$ cat src/hdl/svpwm_pkg.sv
// ============================================================================
// svpwm_pkg
// Shared types and constants for the servo PWM slew generator.
// ============================================================================
package svpwm_pkg;

    localparam int FIELD_W    = 16;
    localparam int TRIM_W     = 8;
    localparam int RAMP_W     = 10;
    localparam int CFG_IDX_W  = 3;
    localparam int CFG_DATA_W = 16;

    localparam logic [CFG_IDX_W-1:0] CFG_MIN_WIDTH    = 3'd0;
    localparam logic [CFG_IDX_W-1:0] CFG_MAX_WIDTH    = 3'd1;
    localparam logic [CFG_IDX_W-1:0] CFG_TRIM_OFFSET  = 3'd2;
    localparam logic [CFG_IDX_W-1:0] CFG_MIN_STEP     = 3'd3;
    localparam logic [CFG_IDX_W-1:0] CFG_RAMP_FRAMES  = 3'd4;
    localparam logic [CFG_IDX_W-1:0] CFG_FRAME_LENGTH = 3'd5;

    localparam logic [FIELD_W-1:0] RST_MIN_WIDTH    = 16'd500;
    localparam logic [FIELD_W-1:0] RST_MAX_WIDTH    = 16'd1700;
    localparam logic [TRIM_W-1:0]  RST_TRIM_OFFSET  = 8'd0;
    localparam logic [FIELD_W-1:0] RST_MIN_STEP     = 16'd20;
    localparam logic [RAMP_W-1:0]  RST_RAMP_FRAMES  = 10'd0;
    localparam logic [FIELD_W-1:0] RST_FRAME_LENGTH = 16'd20000;
    localparam int                 RST_WIDTH        = 1500;

    localparam logic REQ_TICK = 1'b0;
    localparam logic REQ_SET  = 1'b1;

    typedef struct packed {
        logic               req_type;
        logic [FIELD_W-1:0] requested_width;
    } in_item_t;

    typedef struct packed {
        logic               pwm_level;
        logic               frame_start;
        logic [FIELD_W-1:0] present_width_out;
    } out_item_t;

    typedef enum logic [1:0] {
        ST_IDLE,
        ST_DIV,
        ST_UPD,
        ST_EMIT
    } state_t;

    typedef struct packed {
        logic load;
        logic div_start;
        logic update;
        logic emit;
    } cmd_t;

    typedef struct packed {
        logic need_div;
        logic div_done;
    } status_t;

endpackage

$ cat src/hdl/svpwm_div.sv
// ============================================================================
// svpwm_div
// Restoring divider, one quotient bit per cycle.
// ============================================================================
module svpwm_div #(
    parameter int DW = 16,
    parameter int VW = 10
) (
    input  logic          aclk,
    input  logic          aresetn,
    input  logic          start,
    input  logic [DW-1:0] dividend,
    input  logic [VW-1:0] divisor,
    output logic [DW-1:0] quotient,
    output logic          done
);

    localparam int CW = $clog2(DW + 1);

    logic          busy_reg, busy_next;
    logic [CW-1:0] cnt_reg, cnt_next;
    logic [VW-1:0] rem_reg, rem_next;
    logic [DW-1:0] quo_reg, quo_next;
    logic [VW-1:0] dvs_reg, dvs_next;
    logic [VW:0]   trial;
    logic [VW:0]   diff;

    assign trial = {rem_reg, quo_reg[DW-1]};
    assign diff  = trial - {1'b0, dvs_reg};

    always_comb begin
        busy_next = busy_reg;
        cnt_next  = cnt_reg;
        rem_next  = rem_reg;
        quo_next  = quo_reg;
        dvs_next  = dvs_reg;
        if (start) begin
            busy_next = 1'b1;
            cnt_next  = CW'(DW);
            rem_next  = '0;
            quo_next  = dividend;
            dvs_next  = divisor;
        end else if (busy_reg) begin
            if (trial >= {1'b0, dvs_reg}) begin
                rem_next = diff[VW-1:0];
                quo_next = {quo_reg[DW-2:0], 1'b1};
            end else begin
                rem_next = trial[VW-1:0];
                quo_next = {quo_reg[DW-2:0], 1'b0};
            end
            cnt_next = cnt_reg - 1'b1;
            if (cnt_reg == CW'(1)) begin
                busy_next = 1'b0;
            end
        end
    end

    always_ff @(posedge aclk) begin
        if (!aresetn) begin
            busy_reg <= 1'b0;
            cnt_reg  <= '0;
        end else begin
            busy_reg <= busy_next;
            cnt_reg  <= cnt_next;
        end
        rem_reg <= rem_next;
        quo_reg <= quo_next;
        dvs_reg <= dvs_next;
    end

    assign quotient = quo_reg;
    assign done     = !busy_reg;

endmodule

$ cat src/hdl/svpwm_ctrl.sv
// ============================================================================
// svpwm_ctrl
// Sequencer: accepts an item, runs the divider when needed, updates state
// and hands the result to the output register.
// ============================================================================
module svpwm_ctrl
    import svpwm_pkg::*;
(
    input  logic    aclk,
    input  logic    aresetn,
    input  logic    s_valid,
    output logic    s_ready,
    output logic    m_valid,
    input  logic    m_ready,
    input  status_t status,
    output cmd_t    cmd
);

    state_t state_reg, state_next;
    logic   m_valid_reg, m_valid_next;

    always_ff @(posedge aclk) begin
        if (!aresetn) begin
            state_reg   <= ST_IDLE;
            m_valid_reg <= 1'b0;
        end else begin
            state_reg   <= state_next;
            m_valid_reg <= m_valid_next;
        end
    end

    always_comb begin
        state_next = state_reg;
        cmd        = '0;
        s_ready    = 1'b0;
        case (state_reg)
            ST_IDLE: begin
                s_ready = 1'b1;
                if (s_valid) begin
                    cmd.load = 1'b1;
                    if (status.need_div) begin
                        cmd.div_start = 1'b1;
                        state_next    = ST_DIV;
                    end else begin
                        state_next = ST_UPD;
                    end
                end
            end
            ST_DIV: begin
                if (status.div_done) begin
                    state_next = ST_UPD;
                end
            end
            ST_UPD: begin
                cmd.update = 1'b1;
                state_next = ST_EMIT;
            end
            ST_EMIT: begin
                if (!m_valid_reg || m_ready) begin
                    cmd.emit   = 1'b1;
                    state_next = ST_IDLE;
                end
            end
            default: begin
                state_next = ST_IDLE;
            end
        endcase

        if (cmd.emit) begin
            m_valid_next = 1'b1;
        end else if (m_ready) begin
            m_valid_next = 1'b0;
        end else begin
            m_valid_next = m_valid_reg;
        end
    end

    assign m_valid = m_valid_reg;

endmodule

$ cat src/hdl/svpwm_dpath.sv
// ============================================================================
// svpwm_dpath
// Configuration registers, width and frame state, step arithmetic and the
// output register.
// ============================================================================
module svpwm_dpath
    import svpwm_pkg::*;
#(
    parameter int TRIM_LIMIT = 100,
    parameter int WIDTH_BITS = 16
) (
    input  logic                  aclk,
    input  logic                  aresetn,
    input  logic                  cfg_we,
    input  logic [CFG_IDX_W-1:0]  cfg_index,
    input  logic [CFG_DATA_W-1:0] cfg_data,
    input  in_item_t              s_item,
    output out_item_t             m_item,
    input  cmd_t                  cmd,
    output status_t               status
);

    localparam int                     SW     = FIELD_W + 2;
    localparam logic signed [SW-1:0]   TL_POS = SW'(TRIM_LIMIT);
    localparam logic signed [SW-1:0]   TL_NEG = -SW'(TRIM_LIMIT);
    localparam logic [FIELD_W-1:0]     WMAX   = FIELD_W'((2 ** WIDTH_BITS) - 1);

    logic [FIELD_W-1:0]    min_width_reg, max_width_reg, min_step_reg, frame_len_reg;
    logic [TRIM_W-1:0]     trim_reg;
    logic [RAMP_W-1:0]     ramp_reg;

    logic [WIDTH_BITS-1:0] present_reg, present_next;
    logic [WIDTH_BITS-1:0] goal_reg, goal_next;
    logic [FIELD_W-1:0]    pos_reg, pos_next;
    in_item_t              item_reg;
    out_item_t             res_reg, res_next;
    out_item_t             m_item_reg;

    logic                  frame_zero;
    logic                  ramp_nz;
    logic [WIDTH_BITS-1:0] diff;
    logic [WIDTH_BITS-1:0] quo;
    logic [FIELD_W-1:0]    step;
    logic [WIDTH_BITS-1:0] new_present;
    logic signed [SW-1:0]  trim_ext, trim_sat, w_sum;
    logic [FIELD_W-1:0]    clamp_w, sat_w;
    logic [FIELD_W:0]      pos_inc;
    logic                  div_done;

    assign frame_zero = (pos_reg == '0);
    assign ramp_nz    = (ramp_reg != '0);
    assign diff       = (present_reg > goal_reg) ? (present_reg - goal_reg)
                                                 : (goal_reg - present_reg);

    assign status.need_div = (s_item.req_type == REQ_TICK) && frame_zero && ramp_nz;
    assign status.div_done = div_done;

    svpwm_div #(
        .DW(WIDTH_BITS),
        .VW(RAMP_W)
    ) u_div (
        .aclk     (aclk),
        .aresetn  (aresetn),
        .start    (cmd.div_start),
        .dividend (diff),
        .divisor  (ramp_reg),
        .quotient (quo),
        .done     (div_done)
    );

    always_comb begin
        step = min_step_reg;
        if (ramp_nz && (FIELD_W'(quo) > min_step_reg)) begin
            step = FIELD_W'(quo);
        end
        if (FIELD_W'(diff) <= step) begin
            new_present = goal_reg;
        end else if (present_reg < goal_reg) begin
            new_present = present_reg + step[WIDTH_BITS-1:0];
        end else begin
            new_present = present_reg - step[WIDTH_BITS-1:0];
        end
    end

    always_comb begin
        trim_ext = SW'(signed'(trim_reg));
        if (trim_ext > TL_POS) begin
            trim_sat = TL_POS;
        end else if (trim_ext < TL_NEG) begin
            trim_sat = TL_NEG;
        end else begin
            trim_sat = trim_ext;
        end
        w_sum = signed'({2'b00, item_reg.requested_width}) + trim_sat;
        if (w_sum < signed'({2'b00, min_width_reg})) begin
            clamp_w = min_width_reg;
        end else if (w_sum > signed'({2'b00, max_width_reg})) begin
            clamp_w = max_width_reg;
        end else begin
            clamp_w = w_sum[FIELD_W-1:0];
        end
        sat_w = (clamp_w > WMAX) ? WMAX : clamp_w;
    end

    always_comb begin
        present_next = present_reg;
        goal_next    = goal_reg;
        pos_next     = pos_reg;
        res_next     = res_reg;
        pos_inc      = {1'b0, pos_reg} + 1'b1;
        if (cmd.update) begin
            if (item_reg.req_type == REQ_SET) begin
                goal_next                  = sat_w[WIDTH_BITS-1:0];
                res_next.pwm_level         = 1'b0;
                res_next.frame_start       = 1'b0;
                res_next.present_width_out = FIELD_W'(present_reg);
            end else begin
                if (frame_zero) begin
                    present_next = new_present;
                end
                res_next.frame_start       = frame_zero;
                res_next.pwm_level         = (pos_reg < FIELD_W'(present_next));
                res_next.present_width_out = FIELD_W'(present_next);
                pos_next = (pos_inc >= {1'b0, frame_len_reg}) ? '0 : pos_inc[FIELD_W-1:0];
            end
        end
    end

    always_ff @(posedge aclk) begin
        if (!aresetn) begin
            min_width_reg <= RST_MIN_WIDTH;
            max_width_reg <= RST_MAX_WIDTH;
            trim_reg      <= RST_TRIM_OFFSET;
            min_step_reg  <= RST_MIN_STEP;
            ramp_reg      <= RST_RAMP_FRAMES;
            frame_len_reg <= RST_FRAME_LENGTH;
            present_reg   <= WIDTH_BITS'(RST_WIDTH);
            goal_reg      <= WIDTH_BITS'(RST_WIDTH);
            pos_reg       <= '0;
        end else begin
            if (cfg_we) begin
                case (cfg_index)
                    CFG_MIN_WIDTH:    min_width_reg <= cfg_data;
                    CFG_MAX_WIDTH:    max_width_reg <= cfg_data;
                    CFG_TRIM_OFFSET:  trim_reg      <= cfg_data[TRIM_W-1:0];
                    CFG_MIN_STEP:     min_step_reg  <= cfg_data;
                    CFG_RAMP_FRAMES:  ramp_reg      <= cfg_data[RAMP_W-1:0];
                    CFG_FRAME_LENGTH: frame_len_reg <= cfg_data;
                    default: begin
                    end
                endcase
            end
            present_reg <= present_next;
            goal_reg    <= goal_next;
            pos_reg     <= pos_next;
        end
        if (cmd.load) begin
            item_reg <= s_item;
        end
        res_reg <= res_next;
        if (cmd.emit) begin
            m_item_reg <= res_reg;
        end
    end

    assign m_item = m_item_reg;

endmodule

$ cat src/hdl/servo_pwm_slew_generator.sv
// ============================================================================
// servo_pwm_slew_generator
// Hobby servo PWM generator with per-frame slew-rate limiting.
// ============================================================================
// Each item is either a one-microsecond tick or a new target width; every
// item returns one result. The first tick of a frame with ramp_frames
// nonzero runs the distance / ramp_frames division through a restoring
// divider at one quotient bit per cycle; other items skip the divider. A
// new item is taken while the previous result waits in the output
// register. Configuration writes are always ready.
module servo_pwm_slew_generator
    import svpwm_pkg::*;
#(
    parameter int TRIM_LIMIT = 100,
    parameter int WIDTH_BITS = 16
) (
    input  logic                  aclk,
    input  logic                  aresetn,
    input  logic                  s_valid,
    output logic                  s_ready,
    input  in_item_t              s_item,
    output logic                  m_valid,
    input  logic                  m_ready,
    output out_item_t             m_item,
    input  logic                  cfg_valid,
    output logic                  cfg_ready,
    input  logic [CFG_IDX_W-1:0]  cfg_index,
    input  logic [CFG_DATA_W-1:0] cfg_data
);

    cmd_t    cmd;
    status_t status;

    assign cfg_ready = 1'b1;

    svpwm_ctrl u_ctrl (
        .aclk    (aclk),
        .aresetn (aresetn),
        .s_valid (s_valid),
        .s_ready (s_ready),
        .m_valid (m_valid),
        .m_ready (m_ready),
        .status  (status),
        .cmd     (cmd)
    );

    svpwm_dpath #(
        .TRIM_LIMIT(TRIM_LIMIT),
        .WIDTH_BITS(WIDTH_BITS)
    ) u_dpath (
        .aclk      (aclk),
        .aresetn   (aresetn),
        .cfg_we    (cfg_valid && cfg_ready),
        .cfg_index (cfg_index),
        .cfg_data  (cfg_data),
        .s_item    (s_item),
        .m_item    (m_item),
        .cmd       (cmd),
        .status    (status)
    );

endmodule

$ cat config.mk
export PLATFORM = sky130hd
export DESIGN_NAME = servo_pwm_slew_generator
export DESIGN_NICKNAME = d
export VERILOG_FILES = /design/src/hdl/svpwm_pkg.sv /design/src/hdl/svpwm_div.sv /design/src/hdl/svpwm_ctrl.sv /design/src/hdl/svpwm_dpath.sv /design/src/hdl/servo_pwm_slew_generator.sv
export SDC_FILE = /design/constraint.sdc
export NUM_CORES = 1
export LEC_CHECK = 0
export BUFFER_PORTS_ARGS = -buffer_cell sky130_fd_sc_hd__buf_2
export CAP_MARGIN = 25
export CORE_ASPECT_RATIO = 0.6
export CORE_MARGIN = 4
export CORE_UTILIZATION = 61
export CTS_CLUSTER_DIAMETER = 120
export CTS_CLUSTER_SIZE = 16
export DETAILED_ROUTE_END_ITERATION = 7
export GPL_TIMING_DRIVEN = 0
export PLACE_DENSITY = 0.79
export SLEW_MARGIN = 20
export SYNTH_ARGS = -nofsm -noshare
export SYNTH_HDL_FRONTEND = slang
export SYNTH_SLANG_ARGS = --single-unit
$ cat constraint.sdc
create_clock -name aclk -period 11.3 [get_ports aclk]
set_input_delay 0 -clock aclk [delete_from_list [all_inputs] [get_ports aclk]]
set_output_delay 0 -clock aclk [all_outputs]
set_load 0.005 [all_outputs]
### Word-level counts from Yosys, hierarchy flattened

Cells that the tools add are included.

* register bits: 228
* latch bits: 0
* memory bits (writable): 0
* bits in read-only memories: 0
* input port bits: 41
* output and inout bits: 21
* logic and storage cells: 118
* memories kept: 0

* add/sub/neg operators: 8
* $mul: 0
* div/mod/pow operators: 0
* order comparisons: 12
* equality and inequality tests: 12
* shift-type cells: 0
* mux-type cells: 37
* bitwise logic cells: 3
* reduce and logical (&&, ||, !) cells: 21

Operator list (count)
* two-way mux 16 bit: 14
* subtractor 16 bit: 3
* two-way mux 18 bit: 2
* greater-than comparator 16 bit: 2
* less-than comparator 16 bit: 2
* adder 17 x 18 -> 18 bit: 1
* greater-than comparator 18 x 17 -> 1 bit: 1
* less-than comparator 18 x 17 -> 1 bit: 1
* adder 16 x 1 -> 17 bit, second input constant: 1
* >= comparator 17 x 16 -> 1 bit: 1
* adder 16 bit: 1
* greater-than comparator 16 bit, second input constant: 1
* <= comparator 16 bit: 1
* logical NOT 16 bit: 1
* AND reduction 2 bit: 8
* two-way mux 2 bit: 6
* >= comparator 11 x 10 -> 1 bit: 1
* two-way mux 1 bit: 11
* two-way mux 10 bit: 1
* two-way mux 5 bit: 2
* nonzero test 10 bit: 1
* subtractor 10 bit: 1
* greater-than comparator 8 bit, second input constant: 1
* less-than comparator 8 bit, second input constant: 1
* other kinds (19): 28

### Logic depth before layout (Yosys ltp)

* word-level depth: 10
* depth in mapped cells: 35
* mapped depth without buffers: 31

### Modules after synthesis

Synthesis repeated with hierarchy kept, for this count alone.

* cells, all modules: 1786
* area total of the unflattened synthesis: 15546.2 um^2

By module, submodules not included
* svpwm_dpath: times used 1, cells an instance 1563, area an instance 13125.1 um^2, sequential area each 4194.0 um^2
* svpwm_div: times used 1, cells an instance 194, area an instance 2164.6 um^2, sequential area each 1101.1 um^2
* svpwm_ctrl: times used 1, cells an instance 27, area an instance 245.2 um^2, sequential area each 60.1 um^2
* servo_pwm_slew_generator: times used 1, cells an instance 2, area an instance 11.3 um^2, sequential area each 0.0 um^2

### Least setup slack after synthesis

Ideal clock, no wire load.

* path type: reg2reg
* from: register u_dpath.u_div.quo_reg[1], in the netlist u_dpath.u_div.quotient[1]
* to: register u_dpath.res_reg[17] (netlist bit) (data pin)
* setup time: 0.258 ns
* arrival time: 5.931 ns
* data required time: 11.042 ns
* path slack: 5.111 ns
* cell stages (with the launch flop): 32
* buffers on the path: 4
* clock period less this slack: 6.189 ns
* path through: edfxtp_1 > ha_1 > nor2b_1 > o211ai_1 > a2111oi_0 > o31ai_1 > buf_6 > buf_4 > buf_2 > o21ai_0 > inv_1 > ha_1 > nor3b_1 > nand2_1 > o21bai_1 > xnor2_1 > ha_1 > clkbuf_1 > nand3_1 > nor2_1 > nand2_1 > a211o_1 > a21boi_0 > o21a_1 > nor3_1 > o31a_1 > mux2_2 > ha_1 > nand4_1 > nor3_1 > nand4_1 > o221a_2

* longest elaborated chain between the ends: 10
* elaborated cells on any way between the ends: 12
* those cells by class: add/sub: 2; order compare: 3; mux: 6; reduce/logical: 1

RTL lines
* start: declaration: line svpwm_div.sv:23 `logic [DW-1:0] quo_reg, quo_next;`
* start signal: assignment: line svpwm_div.sv:67 `quo_reg <= quo_next;`
* greater-than comparator 16 bit: line svpwm_dpath.sv:73 `if (ramp_nz && (FIELD_W'(quo) > min_step_reg)) begin`
* logical AND 1 bit: line svpwm_dpath.sv:73
* two-way mux 16 bit *: line svpwm_dpath.sv:73
* subtractor 16 bit / adder 16 bit (equally long branches): line svpwm_dpath.sv:81, svpwm_dpath.sv:79
* two-way mux 16 bit: line svpwm_dpath.sv:78 `end else if (present_reg < goal_reg) begin`
* two-way mux 16 bit *: line svpwm_dpath.sv:76 `if (FIELD_W'(diff) <= step) begin`
* two-way mux 16 bit *: line svpwm_dpath.sv:118 `if (frame_zero) begin`
* two-way mux 16 bit *: line svpwm_dpath.sv:112 `if (item_reg.req_type == REQ_SET) begin`
* two-way mux 16 bit *: line svpwm_dpath.sv:111 `if (cmd.update) begin`
* less-than comparator 16 bit *: line svpwm_dpath.sv:122 `res_next.pwm_level = (pos_reg < FIELD_W'(present_next));`
* end signal: assignment: line svpwm_dpath.sv:160 `res_reg <= res_next;`
* end: declaration: line svpwm_dpath.sv:36 `out_item_t res_reg, res_next;`

Every way passes the cells marked *; elsewhere a longest branch is shown, timed or not. The select of a mux whose other input is x is not followed.
A chain may end at the register's enable or synchronous reset.

### Worst setup path in the final report

* from: register u_dpath.min_step_reg[15]
* to: register u_dpath.res_reg[17] (netlist bit) (data pin)

* longest elaborated chain between the ends: 10
* elaborated cells on any way between the ends: 12
* those cells by class: add/sub: 2; order compare: 3; mux: 6; reduce/logical: 1

RTL lines
* start: declaration: line svpwm_dpath.sv:28 `logic [FIELD_W-1:0] min_width_reg, max_width_reg, min_step_reg, frame_len_reg;`
* start signal: assignment: line svpwm_dpath.sv:146 `CFG_MIN_STEP: min_step_reg <= cfg_data;`
* greater-than comparator 16 bit: line svpwm_dpath.sv:73
* logical AND 1 bit: line svpwm_dpath.sv:73
* two-way mux 16 bit *: line svpwm_dpath.sv:73
* subtractor 16 bit / adder 16 bit (equally long branches): line svpwm_dpath.sv:81, svpwm_dpath.sv:79
* two-way mux 16 bit: line svpwm_dpath.sv:78
* two-way mux 16 bit *: line svpwm_dpath.sv:76
* two-way mux 16 bit *: line svpwm_dpath.sv:118
* two-way mux 16 bit *: line svpwm_dpath.sv:112
* two-way mux 16 bit *: line svpwm_dpath.sv:111
* less-than comparator 16 bit *: line svpwm_dpath.sv:122

Marked as above.

==> qor.txt <==
Gr ovfl total: 0
Top Ports: 62
Hold path start: cfg_index[2]
Top post-synthesis cells by area: dfxtp_1, edfxtp_1, ha_1, a21oi_1, nand2_1
Worst-margin pin slew: 0.9883 ns
Top FF cell, synth: dfxtp_1
Final wirelength: 50710 um
Vias in the first global route: 13181
Rows: 44
Worst Skew: 0.02293 ns
Die width: 213.7 um
Final #Nets: 2155
Crit path launch type: register
Status: completed
FF-to-FF End: u_dpath.res_reg[17]$_SDFFCE_PP0P_
Post-synth top area share: 19.27%
Hold endpoint: u_dpath.trim_reg[4]$_SDFFE_PN0P_
MaxCap Viol Count: 0
First-pass GRT wire length: 76880 um
Max Used Layer: met4
Final min period: 7.875 ns
Asr flop ratio synth: 0%
Most used cell along the critical path: ha_1
TritonRoute pass-1 iters: 7
Finish-stage setup viols: 0
Synth Cell Area: 0.01548 mm2
DRC Markers: 0
Clk sinks: 228
Worst skew pair latency: 0.54 ns
Full die area: 0.02808 mm2
Kind of critical path: reg2reg
Post-synthesis sequential area ratio: 34.59%
Worst hold path class: in2reg
Total GRT Usage: 34.89%
Largest net degree at the start of global routing: 24
Count of final hold-check violations: 0
Post-route ant nets: 0
Worst r2r src: u_dpath.min_step_reg[15]$_SDFFE_PN0P_
R2r worst-path depth: 32
Yosys warnings: 0
Met3 routed WL: 7377 um
Core area: 0.02455 mm2
Avg Cell Area, Syn: 8.577 um2
Via count: 14510
Number of flops mapped to enable cells by yosys: 79
Height of the chip: 131.4 um
Setup slack, reg-to-reg: 3.43 ns
Setup TNS: 0 ns
Initial core utilization: 63.05%
Hold path depth: 5
Slowest cell on the critical path: dfxtp_1
Crit-path max cell delay: 0.51 ns
Setup bufs post-CTS: 0
DP HPWL: 39000 um
Area leader, netlist: dfxtp_1
Final RePlAce weighted congestion: 1.068
Most frequent cell after synthesis: nand2_1
Share of post-route cells with drive strength above 1: 7.150%
Port Buffers: 60
Syn_nets: 2028
Top cells by count, synth: nand2_1, a21oi_1, ha_1
Root Buffer: clkbuf_16
Initial antenna violation count: 0
RSZ-0062 raised after global routing: false
Met1 Wirelength: 22750 um
Htree depth: 1
Slew Limit Fails: 0
Ant diodes: 0
Crit. End Element: register
Total CTS buffers: 18
Longest Clk Path Bufs: 3
Metal2 WL: 19110 um
Worst Path Required: 11.60 ns
Critical Path AT: 8.17 ns
Synth Instances: 1805
Vias/cell: 6.403
CTS tree: done
Clock-pin slew on the worst setup and hold paths: 0.08 ns
CP max FO: 10
Post-synth cell types: 79
Max-slew headroom: 34.11%
Initial DRC count: 2042
WL/cell: 22.38 um
Area grow syn2layout: 11.15%
Fmax: 127.0 MHz
#FFs+latches synth: 228
Final period util: 69.69%
-- layout by cell type (no fill, tap or decap), types with 13 or more instances in the layout --
master	instances
nor2b_1	27
nor2_1	108
nor3_1	35
xnor2_1	43
dlygate4sd3_1	44
mux2i_1	53
o21ai_0	78
xor2_1	25
nand4_1	22
edfxtp_1	79
mux2_2	21
o21a_1	14
o211ai_1	34
ha_1	176
a21oi_1	192
nand2b_1	26
nand2_1	251
dfxtp_1	149
a21o_1	33
nand3_1	31
a211oi_1	24
and3_1	13
inv_1	147
clkbuf_1	62
buf_2	66
a22oi_1	16
clkbuf_16	18
-- metal layers --
metal / vias up / track usage [%]
met2: 847 / 45.88
met3: 99 / 10.48
met5: - / 0
li1: 6691 / -
met4: 0 / 7.780
met1: 6873 / 55.50
-- kinds of logic after synthesis --
kind of cell / count (synthesis) / synth area share [%]
compound gates: 481 / 19.56
xor+xnor: 70 / 4.098
fa+ha+maj: 182 / 14.95
buf+inv: 210 / 5.253
flops: 228 / 34.59
mux: 74 / 4.954
other cells: 1 / 0.02422
simple gates: 559 / 16.57
-- stage by stage --
stage	setup WS [ns]	cell area (um2)	hold slack (ns)	util, %	instances
final	3.425	17210	0.09358	70.08	2266
after global routing	2.881	17210	0.1126	70.08	2266
after CTS	3.618	17190	0.06252	70.01	2265
after detailed placement	3.658	16210	0.1788	66.01	2189
after global placement	3.738	16180	0.1770	65.91	2187
after floorplan	5.111	15480	0.09887	-	1805
-- final cells by class --
| cell class | count | area (um2) |
|---|---|---|
| tap | 322 | 402.9 |
| clock inverter | 2 | 46.29 |
| sequential | 228 | 5355 |
| timing repair buffer | 107 | 775.7 |
| buffer | 62 | 259.0 |
| inverter | 148 | 555.5 |
| multi-input combinational | 1367 | 9318 |
| clock buffer | 30 | 495.5 |
| fill | 1998 | 7346 |
-- worst max-delay path by stage --
stage	cells past startpoint	start	to
final	32	u_dpath.min_step_reg[15]$_SDFFE_PN0P_	u_dpath.res_reg[17]$_SDFFCE_PP0P_
after global routing	31	u_dpath.u_div.quotient[1]$_DFFE_PP_	u_dpath.res_reg[17]$_SDFFCE_PP0P_
after CTS	31	u_dpath.u_div.quotient[1]$_DFFE_PP_	u_dpath.res_reg[17]$_SDFFCE_PP0P_
after detailed placement	31	u_dpath.u_div.quotient[1]$_DFFE_PP_	u_dpath.res_reg[17]$_SDFFCE_PP0P_
after global placement	23	u_dpath.present_reg[11]$_SDFFE_PN0P_	u_dpath.res_reg[17]$_SDFFCE_PP0P_
after floorplan	31	u_dpath.u_div.quotient[1]$_DFFE_PP_	u_dpath.res_reg[17]$_SDFFCE_PP0P_
-- worst max-delay path: cells and delay by family, from the launching register on --
family | cells | cell delay (ns)
compound gates | 9 | 1.87
xor+xnor | 2 | 0.53
mux | 2 | 0.78
buf+inv | 6 | 1.14
simple gates | 9 | 1.82
flops | 1 | 0.51
fa+ha+maj | 4 | 0.95
-- timing repair --
action	in CTS	in global routing
hold buffers	44	0
endpoints found under the hold margin	104	0
resized for setup	0	0
Power is not shown: default switching activity piles up to over one toggle a cycle in this logic, so the estimate is an artifact.
